--- config.mk ---
export PLATFORM = sky130hd
export DESIGN_NAME = gregorian_date_add_days_flat
export DESIGN_NICKNAME = d
export VERILOG_FILES = /design/src/rtl/gdad_pkg.sv /design/src/rtl/gdad_if.sv /design/src/rtl/gdad_cmp_sub.sv /design/src/rtl/gdad_month_len.sv /design/src/rtl/gregorian_date_add_days.sv /design/src/flat_wrapper.sv
export SDC_FILE = /design/constraint.sdc
export NUM_CORES = 1
export LEC_CHECK = 0
export ABC_AREA = 1
export CAP_MARGIN = 25
export CORE_ASPECT_RATIO = 0.9
export CORE_MARGIN = 2
export CORE_UTILIZATION = 55
export DETAILED_ROUTE_END_ITERATION = 12
export DONT_BUFFER_PORTS = 1
export PLACE_DENSITY = 0.69
export SLEW_MARGIN = 20
export SYNTH_ARGS = -nofsm -noshare
export SYNTH_HDL_FRONTEND = slang
export SYNTH_SLANG_ARGS = --single-unit
--- constraint.sdc ---
create_clock -name clk -period 23 [get_ports clk]
set_clock_uncertainty 0.05 [all_clocks]
set_input_delay 1.15 -clock clk [delete_from_list [all_inputs] [get_ports clk]]
set_output_delay 1.15 -clock clk [all_outputs]
set_load 0.01 [all_outputs]
--- src/rtl/gdad_pkg.sv ---
// gdad_pkg: types, constants, tables and sequencer states for the date adder
// no dependencies; imported by the interfaces and every module

package gdad_pkg;

    typedef logic [4:0]  day_t;
    typedef logic [3:0]  month_t;
    typedef logic [13:0] year_t;
    typedef logic [15:0] nights_t;
    typedef logic [2:0]  wday_t;
    typedef logic [15:0] opw_t;    // shared compare/subtract operand
    typedef logic [6:0]  cent_t;   // year / 100 and year % 100
    typedef logic [9:0]  zsum_t;   // zeller sum before mod 7

    localparam month_t      MONTHS_PER_YEAR = 4'd12;
    localparam month_t      MONTH_FEB       = 4'd2;
    localparam month_t      MONTH_MAR       = 4'd3;
    localparam year_t       YEAR_LAST       = 14'd9999;
    localparam cent_t       CENT_LAST       = 7'd99;
    localparam year_t       CENTURY         = 14'd100;
    localparam zsum_t       DAYS_PER_WEEK   = 10'd7;
    // reciprocals: year * 5243 >> 19 is year / 100 up to 43689,
    // sum * 1171 >> 13 is sum / 7 up to 1638
    localparam logic [12:0] DIV100_MUL      = 13'd5243;
    localparam logic [10:0] MOD7_MUL        = 11'd1171;

    typedef enum logic [2:0] {
        ST_IDLE,
        ST_DIV,
        ST_CHECK,
        ST_WALK,
        ST_ZSUM,
        ST_MOD,
        ST_DONE
    } state_t;

    // month length, month is 1..12
    function automatic day_t month_days(input month_t m, input logic leap);
        day_t d;
        case (m)
            4'd1:    d = 5'd31;
            4'd2:    d = leap ? 5'd29 : 5'd28;
            4'd3:    d = 5'd31;
            4'd4:    d = 5'd30;
            4'd5:    d = 5'd31;
            4'd6:    d = 5'd30;
            4'd7:    d = 5'd31;
            4'd8:    d = 5'd31;
            4'd9:    d = 5'd30;
            4'd10:   d = 5'd31;
            4'd11:   d = 5'd30;
            4'd12:   d = 5'd31;
            default: d = 5'd31;
        endcase
        return d;
    endfunction

    // floor(13 * (m' + 1) / 5), with january and february as months 13 and 14
    function automatic logic [5:0] zeller_month_term(input month_t m);
        logic [5:0] t;
        case (m)
            4'd1:    t = 6'd36;
            4'd2:    t = 6'd39;
            4'd3:    t = 6'd10;
            4'd4:    t = 6'd13;
            4'd5:    t = 6'd15;
            4'd6:    t = 6'd18;
            4'd7:    t = 6'd20;
            4'd8:    t = 6'd23;
            4'd9:    t = 6'd26;
            4'd10:   t = 6'd28;
            4'd11:   t = 6'd31;
            4'd12:   t = 6'd33;
            default: t = 6'd0;
        endcase
        return t;
    endfunction

endpackage

--- src/rtl/gdad_if.sv ---
// gdad_in_if and gdad_out_if: valid/ready channels carrying the date payloads
// depends on gdad_pkg for the field types

interface gdad_in_if import gdad_pkg::*; ();
    logic    valid;
    logic    ready;
    day_t    start_day;
    month_t  start_month;
    year_t   start_year;
    nights_t nights;

    modport source (output valid, start_day, start_month, start_year, nights, input ready);
    modport sink   (input valid, start_day, start_month, start_year, nights, output ready);
endinterface

interface gdad_out_if import gdad_pkg::*; ();
    logic   valid;
    logic   ready;
    day_t   end_day;
    month_t end_month;
    year_t  end_year;
    wday_t  weekday;
    logic   bad_input;

    modport source (output valid, end_day, end_month, end_year, weekday, bad_input,
                    input ready);
    modport sink   (input valid, end_day, end_month, end_year, weekday, bad_input,
                    output ready);
endinterface

--- src/rtl/gdad_cmp_sub.sv ---
// gdad_cmp_sub: the shared compare and subtract unit of the date adder
// depends on gdad_pkg

module gdad_cmp_sub import gdad_pkg::*;
(
    input  opw_t a,
    input  opw_t b,
    output logic ge,
    output opw_t diff
);

    logic [16:0] wide;

    // borrow out of a - b tells whether a >= b
    assign wide = {1'b0, a} - {1'b0, b};
    assign ge   = ~wide[16];
    assign diff = wide[15:0];

endmodule

--- src/rtl/gdad_month_len.sv ---
// gdad_month_len: month length with the gregorian leap-year rule
// depends on gdad_pkg; year is given as quotient and remainder by 100

module gdad_month_len import gdad_pkg::*;
(
    input  month_t month,
    input  cent_t  year_rem,
    input  cent_t  year_quo,
    output day_t   days
);

    logic leap;

    // century years are leap only when the century count is a multiple of 4
    assign leap = (year_rem != 7'd0) ? (year_rem[1:0] == 2'b00) : (year_quo[1:0] == 2'b00);
    assign days = month_days(month, leap);

endmodule

--- src/rtl/gregorian_date_add_days.sv ---
// gregorian_date_add_days: top level, sequencer and datapath of the date adder
// depends on gdad_pkg, gdad_if, gdad_cmp_sub and gdad_month_len

// usage
//   date_in carries a starting date (day, month, year) and a night count; a
//   transfer happens when valid and ready are both high. ready is high only
//   while the sequencer is idle, so one date is worked on at a time.
//   date_out carries the resulting date, its weekday (0 saturday .. 6 friday)
//   and bad_input. an invalid start date comes back unchanged with weekday 0.
// sequence
//   after the input transfer the sequencer splits the year by 100, checks the
//   day, walks month by month until the nights fit and then finishes the walk,
//   forms the zeller sum, takes it mod 7 and loads the output register. a field
//   out of range goes straight to the output load, and a day past its month end
//   goes there after the split and the check. ready comes back the cycle after
//   the output load, so a new date is taken only once the last one is finished;
//   the length of the month walk through the shared compare/subtract unit sets
//   how long a date takes.
// reset and stall
//   rst_n clears the sequencer and the output valid flag at once. a finished
//   result sits in the output register; while it waits the next date is
//   accepted and worked on, and only its final load waits for the transfer.

module gregorian_date_add_days import gdad_pkg::*;
(
    input  logic        clk,
    input  logic        rst_n,
    gdad_in_if.sink     date_in,
    gdad_out_if.source  date_out
);

    state_t  state_reg, state_next;

    // working registers
    day_t    day_reg, day_next;
    month_t  month_reg, month_next;
    year_t   year_reg, year_next;
    nights_t nights_reg, nights_next;
    year_t   rem_reg, rem_next;      // year, then year % 100, zeller sum, weekday
    cent_t   quo_reg, quo_next;      // year / 100
    logic    bad_reg, bad_next;

    // output register
    logic    out_valid_reg, out_valid_next;
    day_t    out_day_reg, out_day_next;
    month_t  out_month_reg, out_month_next;
    year_t   out_year_reg, out_year_next;
    wday_t   out_wday_reg, out_wday_next;
    logic    out_bad_reg, out_bad_next;

    // shared unit
    opw_t    op_a, op_b, op_diff;
    logic    op_ge;

    day_t    dim;
    day_t    rest;
    logic    range_bad;
    logic    out_free;
    cent_t   zk, zj;
    zsum_t   zsum;

    // constant division by reciprocal multiplication
    logic [25:0] div_prod;
    cent_t       div_quo;
    year_t       div_rem;
    logic [19:0] mod_prod;
    logic [6:0]  mod_quo;
    zsum_t       mod_rem;

    gdad_cmp_sub u_cmp_sub
    (
        .a    (op_a),
        .b    (op_b),
        .ge   (op_ge),
        .diff (op_diff)
    );

    // in check the remainder and quotient are fresh from the division
    gdad_month_len u_month_len
    (
        .month    (month_reg),
        .year_rem (rem_reg[6:0]),
        .year_quo (quo_reg),
        .days     (dim)
    );

    assign rest      = dim - day_reg;
    assign out_free  = ~out_valid_reg | date_out.ready;
    assign range_bad = (date_in.start_month == 4'd0) ||
                       (date_in.start_month > MONTHS_PER_YEAR) ||
                       (date_in.start_year == 14'd0) ||
                       (date_in.start_year > YEAR_LAST) ||
                       (date_in.start_day == 5'd0);

    // year split by 100 while rem_reg holds the year
    assign div_prod = {12'd0, rem_reg} * {13'd0, DIV100_MUL};
    assign div_quo  = div_prod[25:19];
    assign div_rem  = rem_reg - {7'd0, div_quo} * CENTURY;

    // zeller sum mod 7 while rem_reg holds the sum
    assign mod_prod = {10'd0, rem_reg[9:0]} * {9'd0, MOD7_MUL};
    assign mod_quo  = mod_prod[19:13];
    assign mod_rem  = rem_reg[9:0] - {3'd0, mod_quo} * DAYS_PER_WEEK;

    // operand select for the shared unit
    always_comb
    begin
        case (state_reg)
            ST_WALK:
            begin
                // ge means more nights than the days left in this month
                op_a = nights_reg;
                op_b = {11'd0, rest} + 16'd1;
            end
            default:
            begin
                op_a = '0;
                op_b = '0;
            end
        endcase
    end

    // zeller year terms; january and february count in the previous year
    always_comb
    begin
        if (month_reg < MONTH_MAR)
        begin
            zk = (rem_reg[6:0] == 7'd0) ? CENT_LAST : rem_reg[6:0] - 7'd1;
            zj = (rem_reg[6:0] == 7'd0) ? quo_reg - 7'd1 : quo_reg;
        end
        else
        begin
            zk = rem_reg[6:0];
            zj = quo_reg;
        end
        zsum = zsum_t'(day_reg) + zsum_t'(zeller_month_term(month_reg))
             + zsum_t'(zk) + zsum_t'(zk >> 2) + zsum_t'(zj >> 2)
             + (zsum_t'(zj) << 2) + zsum_t'(zj);
    end

    // next state
    always_comb
    begin
        state_next = state_reg;
        case (state_reg)
            ST_IDLE:
            begin
                if (date_in.valid)
                begin
                    state_next = range_bad ? ST_DONE : ST_DIV;
                end
            end
            ST_DIV:
            begin
                state_next = ST_CHECK;
            end
            ST_CHECK:
            begin
                state_next = (day_reg > dim) ? ST_DONE : ST_WALK;
            end
            ST_WALK:
            begin
                if (!op_ge)
                begin
                    state_next = ST_ZSUM;
                end
            end
            ST_ZSUM:
            begin
                state_next = ST_MOD;
            end
            ST_MOD:
            begin
                state_next = ST_DONE;
            end
            ST_DONE:
            begin
                if (out_free)
                begin
                    state_next = ST_IDLE;
                end
            end
            default:
            begin
                state_next = ST_IDLE;
            end
        endcase
    end

    // datapath and outputs
    always_comb
    begin
        day_next       = day_reg;
        month_next     = month_reg;
        year_next      = year_reg;
        nights_next    = nights_reg;
        rem_next       = rem_reg;
        quo_next       = quo_reg;
        bad_next       = bad_reg;
        out_valid_next = out_valid_reg & ~date_out.ready;
        out_day_next   = out_day_reg;
        out_month_next = out_month_reg;
        out_year_next  = out_year_reg;
        out_wday_next  = out_wday_reg;
        out_bad_next   = out_bad_reg;
        case (state_reg)
            ST_IDLE:
            begin
                day_next    = date_in.start_day;
                month_next  = date_in.start_month;
                year_next   = date_in.start_year;
                nights_next = date_in.nights;
                rem_next    = date_in.start_year;
                quo_next    = '0;
                bad_next    = range_bad;
            end
            ST_DIV:
            begin
                rem_next = div_rem;
                quo_next = div_quo;
            end
            ST_CHECK:
            begin
                bad_next = (day_reg > dim);
            end
            ST_WALK:
            begin
                if (op_ge)
                begin
                    // skip to the first of next month
                    nights_next = op_diff;
                    day_next    = 5'd1;
                    if (month_reg == MONTHS_PER_YEAR)
                    begin
                        month_next = 4'd1;
                        year_next  = year_reg + 14'd1;
                        if (rem_reg[6:0] == CENT_LAST)
                        begin
                            rem_next = '0;
                            quo_next = quo_reg + 7'd1;
                        end
                        else
                        begin
                            rem_next = rem_reg + 14'd1;
                        end
                    end
                    else
                    begin
                        month_next = month_reg + 4'd1;
                    end
                end
                else
                begin
                    // remaining nights fit in this month
                    day_next    = day_reg + nights_reg[4:0];
                    nights_next = '0;
                end
            end
            ST_ZSUM:
            begin
                rem_next = year_t'(zsum);
            end
            ST_MOD:
            begin
                rem_next = year_t'(mod_rem);
            end
            ST_DONE:
            begin
                if (out_free)
                begin
                    out_valid_next = 1'b1;
                    out_day_next   = day_reg;
                    out_month_next = month_reg;
                    out_year_next  = year_reg;
                    out_wday_next  = bad_reg ? 3'd0 : rem_reg[2:0];
                    out_bad_next   = bad_reg;
                end
            end
            default:
            begin
            end
        endcase
    end

    always_ff @(posedge clk or negedge rst_n)
    begin
        if (!rst_n)
        begin
            state_reg     <= ST_IDLE;
            out_valid_reg <= 1'b0;
        end
        else
        begin
            state_reg     <= state_next;
            out_valid_reg <= out_valid_next;
        end
    end

    // payload registers, no reset
    always_ff @(posedge clk)
    begin
        day_reg       <= day_next;
        month_reg     <= month_next;
        year_reg      <= year_next;
        nights_reg    <= nights_next;
        rem_reg       <= rem_next;
        quo_reg       <= quo_next;
        bad_reg       <= bad_next;
        out_day_reg   <= out_day_next;
        out_month_reg <= out_month_next;
        out_year_reg  <= out_year_next;
        out_wday_reg  <= out_wday_next;
        out_bad_reg   <= out_bad_next;
    end

    assign date_in.ready      = (state_reg == ST_IDLE);
    assign date_out.valid     = out_valid_reg;
    assign date_out.end_day   = out_day_reg;
    assign date_out.end_month = out_month_reg;
    assign date_out.end_year  = out_year_reg;
    assign date_out.weekday   = out_wday_reg;
    assign date_out.bad_input = out_bad_reg;

endmodule
--- src/flat_wrapper.sv ---
// flat-port wrapper written by rule: the top's interface ports become plain ports
module gregorian_date_add_days_flat import gdad_pkg::*;
  (clk, rst_n, date_in_valid, date_in_start_day, date_in_start_month, date_in_start_year, date_in_nights, date_in_ready, date_out_valid, date_out_end_day, date_out_end_month, date_out_end_year, date_out_weekday, date_out_bad_input, date_out_ready);
  gdad_in_if date_in_i ();
  gdad_out_if date_out_i ();
  input  logic clk;
  input  logic rst_n;
  input wire logic [$bits(date_in_i.valid)-1:0] date_in_valid;
  input wire logic [$bits(date_in_i.start_day)-1:0] date_in_start_day;
  input wire logic [$bits(date_in_i.start_month)-1:0] date_in_start_month;
  input wire logic [$bits(date_in_i.start_year)-1:0] date_in_start_year;
  input wire logic [$bits(date_in_i.nights)-1:0] date_in_nights;
  output wire logic [$bits(date_in_i.ready)-1:0] date_in_ready;
  output wire logic [$bits(date_out_i.valid)-1:0] date_out_valid;
  output wire logic [$bits(date_out_i.end_day)-1:0] date_out_end_day;
  output wire logic [$bits(date_out_i.end_month)-1:0] date_out_end_month;
  output wire logic [$bits(date_out_i.end_year)-1:0] date_out_end_year;
  output wire logic [$bits(date_out_i.weekday)-1:0] date_out_weekday;
  output wire logic [$bits(date_out_i.bad_input)-1:0] date_out_bad_input;
  input wire logic [$bits(date_out_i.ready)-1:0] date_out_ready;
  assign date_in_i.valid = date_in_valid;
  assign date_in_i.start_day = date_in_start_day;
  assign date_in_i.start_month = date_in_start_month;
  assign date_in_i.start_year = date_in_start_year;
  assign date_in_i.nights = date_in_nights;
  assign date_in_ready = date_in_i.ready;
  assign date_out_valid = date_out_i.valid;
  assign date_out_end_day = date_out_i.end_day;
  assign date_out_end_month = date_out_i.end_month;
  assign date_out_end_year = date_out_i.end_year;
  assign date_out_weekday = date_out_i.weekday;
  assign date_out_bad_input = date_out_i.bad_input;
  assign date_out_i.ready = date_out_ready;
  gregorian_date_add_days u_core (.clk(clk), .rst_n(rst_n), .date_in(date_in_i), .date_out(date_out_i));
endmodule
==> results.rst, run 1 <==
.. list-table::
   :header-rows: 1

   * - Metric
     - Value
   * - Cell area power density
     - 23.9 mW/mm^2
   * - Signed area change from the synthesized netlist to the final layout
     - 5.31%
   * - Number of different library cells in the post-synthesis netlist
     - 53
   * - Startpoint-to-endpoint class of the critical path
     - flip-flop to flip-flop
   * - Maximum resistive drop on vdd
     - 0.0000365 V
   * - First-pass GRT wire length
     - 54200 um
   * - Commonest non-fill, non-tap cell in the layout
     - inv_1
   * - Number of placement rows
     - 55
   * - Hold Violations, Final
     - 0
   * - Final Power
     - ~0.00035 W
   * - Postcts setup bufs
     - 0
   * - Top library cells by usage in the layout, fill and taps aside
     - inv_1, nand2_1, ha_1
   * - Final WL
     - 33000 um
   * - Critical Path RT
     - 23.04 ns
   * - Final worst slack
     - between 10 and 15 ns
   * - Largest register FFs
     - 16
   * - Number of placed I/O pins
     - 72
   * - Horizontal extent of the die
     - 173 um
   * - 1st-iter DRT viols
     - around 890
   * - Area of the multi-input gates
     - roughly 0.0098 mm^2
   * - Worst setup slack after placement
     - 14.30 ns
   * - Slowest library cell on the worst path
     - edfxtp_1
   * - Hold-fix buffers at CTS
     - 0
   * - Port Buffers
     - 0
   * - Fmax
     - 0.113 GHz
   * - Kind of path behind the tightest hold check
     - flip-flop to flip-flop
   * - Dominant register cell in the synthesized netlist
     - edfxtp_1
   * - Routed Antenna Nets
     - 0
   * - Net Count, Synth
     - approximately 2.1k
   * - Proportion of synthesized chip area in sequential cells
     - 20.3%
   * - Tightest slew margin relative to the limit
     - 40.6%
   * - Final core occ
     - 59.0%
   * - Detailed placement HPWL
     - around 28000 um
   * - Unrepaired setup endpoints after global routing
     - false
   * - Final number of setup-violating endpoints
     - 0
   * - Wire length per cell after detailed routing
     - 16.2 um
   * - Number of instances resized during post-cts repair
     - 0
   * - Number of cells traversed by the worst register-to-register path
     - 39
   * - Total vias in the final route
     - 10.9k
   * - Worst skew pair latency
     - roughly 0.35 ns
   * - Number of global-route vias before repair
     - 10.5k
   * - Critical Path Start Type
     - flip-flop
   * - Actual slew at the worst max-slew pin
     - 0.888 ns
   * - GRT Residual Overflow
     - 0
   * - Clock-pin transition on the worst setup and hold timing paths
     - 0.08 ns
   * - Most common cell type on the critical path
     - inv_1
   * - Post-layout minimum cycle time
     - 8.82 ns
   * - Largest stage delay, worst path
     - about 0.8 ns
   * - Arrival time at the worst endpoint
     - 8.86 ns
   * - Net count, final
     - 2109
   * - Initial antenna violation count
     - 0
   * - Clock Sinks
     - 98
   * - Number of synthesized flops with an enable pin
     - 88
   * - Setup TNS after final layout
     - 0 ns
   * - Total clock buffers created by CTS
     - 9
   * - Number of inserted filler cells in the final layout
     - 2229
   * - Final Cycle Share
     - 38.3%
   * - Inserted Diodes
     - 0
   * - Non-filler cells, final
     - 2037
   * - Cell count after synthesis
     - 1685
   * - Standby leakage power
     - roughly 7.5 nW
   * - GRT Total Usage
     - 25.3%
   * - Core outline area
     - about 0.025 mm^2
   * - WHS Path Cells
     - 0
   * - Floorplan die height
     - 156 um
   * - Post-synthesis sequential element count
     - between 90 and 100
   * - Critical Path End Type
     - flip-flop
   * - Proportion of synthesized flip-flops having asynchronous set or reset
     - 4.08%
   * - Average size of a mapped cell
     - 8.35 um^2
   * - Area occupied by registers
     - between 0.002 and 0.003 mm^2
   * - Clock tree from TritonCTS
     - yes
   * - Number of max-slew violations in the final report
     - 0
   * - Outcome
     - complete, no violations
   * - Number of DRC violations after detailed routing
     - 0
   * - Weighted congestion reported at the end of routability-driven placement
     - 0.920
   * - Area of the mapped netlist
     - between 0.01 and 0.015 mm^2
   * - Die area
     - approximately 0.027 mm^2
   * - Placed Instances
     - between 2k and 2.5k
   * - Maximum number of pins on one net before global-route repair
     - 59
   * - Length of the first detailed-routing pass in iterations
     - 5
   * - YS warnings
     - 0
   * - Vias per Instance
     - around 5.4
   * - Root buffer selected by CTS
     - clkbuf_16
   * - Share of layout cells above drive strength 1
     - ~3.7%
   * - Initial Utilization
     - 56.0%
   * - Largest driver fanout on the critical path
     - 14
   * - Max Cap Violations
     - 0
   * - Clock H-tree levels
     - 3
   * - Longest Clk Path Bufs
     - 2
## stage by stage
step / hold WS, ns / instance area (um^2)
2_1_floorplan: 0.376 / 14100
3_3_place_gp: 0.386 / 14500
3_5_place_dp: 0.406 / 14500
4_1_cts: 0.423 / 14800
5_1_grt: 0.419 / 14800
6_report: 0.419 / 14800
## cell usage after synthesis, types with 3 or more instances
master     number  area, um^2
nand2_1       283        1060
dfrtp_1         4         100
edfxtp_1       88        2640
a31oi_1         5        31.3
xnor2_1        15         131
o21ai_0        74         370
o2111ai_1       4        35.0
nor3_1         18        90.1
xor2_1         46         403
nor2_4          5        56.3
ha_1          263        3290
dfxtp_1         6         120
a21o_1          9        67.6
fa_1          113        2260
nand3b_1        6        45.0
o31ai_1         6        45.0
inv_1         364        1370
or2_2           9        56.3
a21oi_1        65         325
nand2_2         3        18.8
nand3_1        91         455
clkbuf_1        9        33.8
nor4_1          7        43.8
o22ai_1         7        43.8
inv_2           8        30.0
a22o_1          7        61.3
nor2_1        117         439
nand4_1        17         106
o21bai_1        3        22.5
## where the power goes
group | total, W | internal, W | switching (W)
sequential | 0.000191 | 0.000191 | 0.00000000000000000000910
clock | 0.000162 | 0.0000877 | 0.0000744
combinational | 0.00000168 | 0.000000578 | 0.00000109
## metal layers
layer | share of wire (%) | vias up | global-route usage (%)
li1 | - | 5483 | -
met1 | 50 | 5122 | 38.1
met2 | 42 | 301 | 38.8
met3 | 6.4 | 42 | 3.68
met4 | 1.9 | 0 | 5.13
met5 | 0 | - | 0
## critical path, delay by kind of cell (launching register included)
kind | cells | cell delay [ns]
AND/OR/NAND/NOR | 12 | 1.31
flip-flops | 1 | 0.79
adder cells (fa/ha/maj) | 11 | 4.23
buffers and inverters | 8 | 0.72
AO/OA/AOI/OAI | 6 | 0.87
XOR/XNOR | 2 | 0.61
## worst paths after layout
check | start | to | slack, ns
hold / removal | u_core.year_reg[12] | u_core.date_out.end_year[12] | 0.42
hold reg to reg | u_core.year_reg[12] | u_core.date_out.end_year[12] | 0.42
min in group asynchronous | rst_n | u_core.date_out.valid | 0.43
setup reg to reg | u_core.rem_reg[4] | u_core.rem_reg[12] | 14.18
max in group asynchronous | rst_n | u_core.state_reg[2] | 22.40
setup / recovery | u_core.rem_reg[4] | u_core.rem_reg[12] | 14.18
## layout make-up
| class | instances | area share, % |
|---|---|---|
| clock inverter | 7 | 0.642 |
| clock buffer | 9 | 1.52 |
| inverter | 372 | 9.42 |
| sequential | 98 | 19.3 |
| tap | 342 | 2.89 |
| timing repair buffer | 7 | 0.355 |
| multi-input combinational | 1202 | 65.9 |
## logic make-up (layout without fill, tap and decap cells)
logic type / count (synthesis) / after routing / synth area share (%)
AOI/OAI and AO/OA: 202 / 202 / 8.60
adders and majority gates: 376 / 376 / 39.4
and+or+nand+nor: 563 / 563 / 17.5
buffers and inverters: 385 / 395 / 10.3
DFF: 98 / 98 / 20.3
xor gates and xnor gates: 61 / 61 / 3.80
No activity file was read; power rests on OpenSTA's default activity.
==> run 2, diff against run 1 <==
ABC_AREA = 0   (was 1)
clock period = 9.2 ns   (was 23 ns; I/O delays follow)
==> results.rst, run 2 <==
.. list-table::
   :header-rows: 1

   * - Metric
     - Value
   * - Clock-pin transition on the worst setup and hold timing paths
     - 0.08 ns
   * - Setup TNS after final layout
     - 0 ns
   * - Worst hold start
     - date_in_start_day[0]
   * - Kind of path behind the tightest hold check
     - input port to flip-flop
   * - Cell with the most instances after synthesis
     - ha_1
   * - Post-layout minimum cycle time
     - 8.67 ns
   * - Startpoint-to-endpoint class of the critical path
     - flip-flop to flip-flop
   * - Synth top cells by count
     - ha_1, inv_1, fa_1, nand2_1, edfxtp_1
   * - R2r endpoint
     - u_core.rem_reg[12]
   * - Number of inserted filler cells in the final layout
     - around 2.2k
   * - Post-synthesis sequential element count
     - between 90 and 100
   * - Wire length per cell after detailed routing
     - 17.9 um
   * - Synth Area in Adders
     - 40.1%
   * - Clock tree from TritonCTS
     - yes
   * - Net Count, Synth
     - approximately 1.9k
   * - Proportion of netlist area held by the largest area contributor
     - about a quarter
   * - Clock H-tree levels
     - 3
   * - Horizontal extent of the die
     - ~170 um
   * - Number of max-slew violations in the final report
     - 0
   * - Number of synthesized flops with an enable pin
     - just under 90
   * - Worst skew pair latency
     - roughly 0.36 ns
   * - Tightest slew margin relative to the limit
     - 25.8%
   * - Largest driver fanout on the critical path
     - 7
   * - Slowest library cell on the worst path
     - edfxtp_1
   * - WHS Path Cells
     - 2
   * - Hold Violations, Final
     - 0
   * - Area of the mapped netlist
     - between 0.01 and 0.015 mm^2
   * - Port Buffers
     - 0
   * - Final Cycle Share
     - 94.2%
   * - Vias per Instance
     - 5.73
   * - Arrival time at the worst endpoint
     - 8.70 ns
   * - Actual slew at the worst max-slew pin
     - around 1.1 ns
   * - Total vias in the final route
     - 10.5k
   * - Share of layout cells above drive strength 1
     - 5.22%
   * - Fmax
     - 0.115 GHz
   * - Number of global-route vias before repair
     - 10.2k
   * - Post-synthesis cell type with the largest combined area
     - ha_1
   * - Die area
     - about 0.026 mm^2
   * - Number of placement rows
     - 55
   * - Final WL
     - 32800 um
   * - GRT Total Usage
     - 25.7%
   * - Dominant register cell in the synthesized netlist
     - edfxtp_1
   * - Proportion of synthesized chip area in sequential cells
     - between 20% and 30%
   * - Average size of a mapped cell
     - about 9.4 um^2
   * - Net count, final
     - about 1.9k
   * - Detailed placement HPWL
     - 26700 um
   * - Routed Antenna Nets
     - 0
   * - Core outline area
     - 0.0249 mm^2
   * - GRT Residual Overflow
     - 0
   * - Compound-cell area share of the yosys netlist
     - 13.0%
   * - Number of cells traversed by the worst register-to-register path
     - 34
   * - Top library cells by usage in the layout, fill and taps aside
     - ha_1, inv_1, fa_1
   * - Sink of the worst hold path
     - u_core.day_reg[0]
   * - Inserted Diodes
     - 0
   * - Weighted congestion reported at the end of routability-driven placement
     - 0.930
   * - Outcome
     - complete, no violations
   * - Initial antenna violation count
     - 1
   * - Largest register FFs
     - 16
   * - Dominant combinational cell family by area after synthesis
     - adder cells
   * - Critical Path Start Type
     - flip-flop
   * - Longest Clk Path Bufs
     - 2
   * - Initial Utilization
     - 55.6%
   * - Maximum number of pins on one net before global-route repair
     - 69
   * - Number of DRC violations after detailed routing
     - 0
   * - First-pass GRT wire length
     - 53300 um
   * - Critical Path RT
     - 9.23 ns
   * - Total clock buffers created by CTS
     - 9
   * - YS warnings
     - 0
   * - Largest stage delay, worst path
     - 0.56 ns
   * - Unrepaired setup endpoints after global routing
     - false
   * - Synthesized-area fraction occupied by xor and xnor cells
     - 6.64%
   * - Cell count after synthesis
     - 1468
   * - Signed area change from the synthesized netlist to the final layout
     - 6.89%
   * - Final number of setup-violating endpoints
     - 0
   * - Worst Setup SP
     - u_core.rem_reg[9]
   * - Post-synthesis simple-gate area fraction
     - between 10 and 15%
   * - 1st-iter DRT viols
     - 1063
   * - Root buffer selected by CTS
     - clkbuf_16
   * - Clock Sinks
     - 98
   * - Number of placed I/O pins
     - just over 70
   * - Beginning of the worst register-to-register path
     - u_core.rem_reg[9]
   * - Critical Path End Type
     - flip-flop
   * - Area contributors post-synth
     - ha_1, edfxtp_1, fa_1, inv_1, xnor2_1
   * - Length of the first detailed-routing pass in iterations
     - 5
   * - Final worst hold slack
     - 0.237 ns
   * - Multiplexer fraction of the synthesized cell area
     - less than 1%
   * - Commonest non-fill, non-tap cell in the layout
     - ha_1
   * - Floorplan die height
     - between 150 and 200 um
   * - Max Cap Violations
     - 0
   * - Number of different library cells in the post-synthesis netlist
     - 72
   * - Slack of the worst reg-to-reg path
     - 0.53 ns
   * - Proportion of synthesized flip-flops having asynchronous set or reset
     - under 10%
run 2: worst max path at each step:
stage | cells past startpoint | end | slack [ns]
floorplan | 36 | u_core.rem_reg[13] | 0.65
global route | 36 | u_core.rem_reg[13] | 0.04
detailed placement | 33 | u_core.rem_reg[13] | 0.23
finish | 34 | u_core.rem_reg[12] | 0.53
global placement | 32 | u_core.rem_reg[12] | 0.40
CTS | 33 | u_core.rem_reg[13] | 0.22
run 2: area by class of cell:
cell class                      instances  area [um^2]  share of cell area, %
Multi-Input combinational cell       1101        10000                   67.6
Clock inverter                          7         58.8                  0.397
Clock buffer                            9          225                   1.52
Tap cell                              342          428                   2.89
Timing Repair Buffer                   43          335                   2.26
Inverter                              235          882                   5.96
Sequential cell                        98         2860                   19.3
run 2: critical path, delay by kind of cell (launching register included):
kind | cells | cell delay [ns]
xor gates and xnor gates | 1 | 0.09
AOI/OAI and AO/OA | 11 | 2.21
and+or+nand+nor | 4 | 0.71
adders and majority gates | 11 | 4.23
DFF | 1 | 0.56
buffers and inverters | 7 | 0.55
run 2: repair_timing:
item / CTS / global route
endpoints found under the hold margin: 4 / 0
setup buffers: 0 / 9
setup endpoints to repair: 0 / 4
resized for setup: 0 / 6
hold buffers: 1 / 0
run 2: cell families (layout without fill, tap and decap cells):
group | count (synthesis) | count (layout)
adders and majority gates | 376 | 376
DFF | 98 | 98
buffers and inverters | 269 | 294
muxes | 11 | 11
and+or+nand+nor | 336 | 336
AOI/OAI and AO/OA | 273 | 273
xor gates and xnor gates | 105 | 105
run 2: metal layers:
metal | track usage (%) | up-vias | share of wire (%)
met5 | 0 | - | 0
met1 | 39.1 | 5017 | 48
met2 | 37.8 | 380 | 42
li1 | - | 5064 | -
met3 | 4.89 | 51 | 7.9
met4 | 5.53 | 0 | 1.9
run 2: per-stage QoR:
step	std cells	util, %	setup slack, ns	area (um^2)
after global placement	1808	57.8	0.404	14400
final	1835	59.4	0.532	14800
after floorplan	1468	-	0.647	13900
after global routing	1835	59.4	0.0368	14800
after CTS	1826	59.0	0.217	14700
after detailed placement	1809	57.8	0.233	14400
Power of run 2 is left out: the tool's default activity adds up to more than one toggle a clock period on the data nets, which glitch-free logic cannot reach.
==> run 3, diff against run 2 <==
CORE_UTILIZATION = 35   (was 55)
PLACE_DENSITY = 0.48   (was 0.69)
==> results.rst, run 3 (same netlist as run 2, synthesis figures left out) <==
.. list-table::
   :header-rows: 1

   * - Metric
     - Value
   * - Number of global-route vias before repair
     - 10.2k
   * - GRT Residual Overflow
     - 0
   * - Wire length per cell after detailed routing
     - around 17 um
   * - Worst Setup SP
     - u_core.rem_reg[9]
   * - Commonest non-fill, non-tap cell in the layout
     - ha_1
   * - Length of the first detailed-routing pass in iterations
     - 5
   * - Number of placement rows
     - 69
   * - Beginning of the worst register-to-register path
     - u_core.rem_reg[9]
   * - Number of max-slew violations in the final report
     - 0
   * - Worst hold start
     - date_in_start_year[7]
   * - Tightest slew margin relative to the limit
     - 37.8%
   * - Floorplan die height
     - 193 um
   * - Die area
     - 0.0412 mm^2
   * - Number of placed I/O pins
     - 72
   * - Port Buffers
     - 0
   * - Post-layout minimum cycle time
     - approximately 8.7 ns
   * - Clock tree from TritonCTS
     - yes
   * - Final Cycle Share
     - a little over nine tenths
   * - Top library cells by usage in the layout, fill and taps aside
     - ha_1, inv_1, fa_1
   * - Met2 routed wirelength
     - 15000 um
   * - Inserted Diodes
     - 0
   * - Worst skew pair latency
     - around 0.36 ns
   * - Fmax
     - 0.116 GHz
   * - Highest metal layer with signal wires
     - met4
   * - Actual slew at the worst max-slew pin
     - 0.925 ns
   * - Longest Clk Path Bufs
     - 2
   * - Routed Antenna Nets
     - 0
   * - First-pass GRT wire length
     - between 50000 and 60000 um
   * - Weighted congestion reported at the end of routability-driven placement
     - between 0.8 and 0.9
   * - Critical Path RT
     - approximately 9.2 ns
   * - Largest register FFs
     - 16
   * - Signed area change from the synthesized netlist to the final layout
     - 8.69%
   * - Number of DRC violations after detailed routing
     - 0
   * - Max Cap Violations
     - 0
   * - Outcome
     - complete, no violations
   * - Horizontal extent of the die
     - 214 um
   * - Hold Violations, Final
     - 0
   * - Critical Path End Type
     - flip-flop
   * - Core outline area
     - 0.0393 mm^2
   * - 1st-iter DRT viols
     - between 600 and 700
   * - Total vias in the final route
     - between 10k and 15k
   * - Share of layout cells above drive strength 1
     - 5.61%
   * - Arrival time at the worst endpoint
     - just under 9 ns
   * - Area of the multi-input gates
     - 0.0100 mm^2
   * - Kind of path behind the tightest hold check
     - input port to flip-flop
   * - Vias per Instance
     - 5.08
   * - Met1 layer wirelength in the final routing
     - 17800 um
   * - GRT Total Usage
     - around 18%
   * - Final WL
     - approximately 35000 um
   * - Clock H-tree levels
     - 3
   * - Initial Utilization
     - between 30% and 40%
   * - Largest stage delay, worst path
     - 0.56 ns
   * - Final number of setup-violating endpoints
     - 0
   * - Area occupied by registers
     - 0.00286 mm^2
   * - Detailed placement HPWL
     - 29100 um
   * - Net count, final
     - 1910
   * - Startpoint-to-endpoint class of the critical path
     - flip-flop to flip-flop
   * - Total clock buffers created by CTS
     - 9
   * - Clock Sinks
     - 98
   * - Number of inserted filler cells in the final layout
     - 3923
   * - Initial antenna violation count
     - 0
   * - Maximum number of pins on one net before global-route repair
     - 69
   * - Clock-pin transition on the worst setup and hold timing paths
     - 0.08 ns
   * - Critical Path Start Type
     - flip-flop
   * - Largest driver fanout on the critical path
     - 7
   * - Root buffer selected by CTS
     - clkbuf_16
   * - Slowest library cell on the worst path
     - edfxtp_1
   * - Met3 layer wire length in the routed design
     - 1950 um
   * - Final worst hold slack
     - between 0.2 and 0.25 ns
   * - Most common cell type on the critical path
     - inv_1
## run 3: cell count changes in the layout (fill, tap and decap cells not counted), sizes merged
cell and delta:
buf +3, clkinv +3, clkinvlp -2, inv -1
## run 3: metal layers
metal,vias up,track usage (%)
li1,5076,-
met1,4997,27.1
met2,209,26.5
met3,28,2.98
met4,0,3.82
met5,-,0
## run 3: cell type report
type	instances	share of cell area [%]
tap	532	4.42
sequential	98	19.0
clock inverter	7	0.391
multi-input combinational	1101	66.5
clock buffer	9	1.50
inverter	235	5.86
timing repair buffer	46	2.28
## run 3: metrics by stage
stage          instance area, um^2  worst slack [ns]  setup TNS [ns]  cells  util, %
2_1_floorplan                13900             0.647               0   1468        -
3_3_place_gp                 14700             0.344               0   2002     37.3
3_5_place_dp                 14700             0.191               0   2004     37.4
4_1_cts                      15000             0.180               0   2021     38.1
5_1_grt                      15100           -0.0547         -0.0547   2028     38.3
6_report                     15100             0.544               0   2028     38.3
## run 3: critical path: cells and delay by family, from the launching register on
| family | cells | cell delay, ns |
|---|---|---|
| xor gates and xnor gates | 3 | 0.51 |
| and+or+nand+nor | 2 | 0.33 |
| DFF | 1 | 0.56 |
| adders and majority gates | 9 | 3.82 |
| AOI/OAI and AO/OA | 15 | 2.78 |
| buffers and inverters | 6 | 0.32 |
## run 3: worst paths after layout
path / endpoint / slack (ns) / depth (start not counted)
setup / recovery: u_core.rem_reg[13] / 0.54 / 35
hold / removal: u_core.year_reg[7] / 0.23 / 2
setup reg to reg: u_core.rem_reg[13] / 0.54 / 35
hold reg to reg: u_core.date_out.end_year[13] / 0.44 / 0
max in group asynchronous: u_core.state_reg[1] / 8.57 / 1
min in group asynchronous: u_core.date_out.valid / 0.33 / 1
## run 3: timing repair
item / 4_1_cts / 5_1_grt
hold buffers: 1 / 0
endpoints found under the setup margin: 0 / 4
setup buffers: 0 / 6
gates resized for setup: 0 / 11
hold endpoints to repair: 4 / 0
Power of run 3 is left out for the same reason.
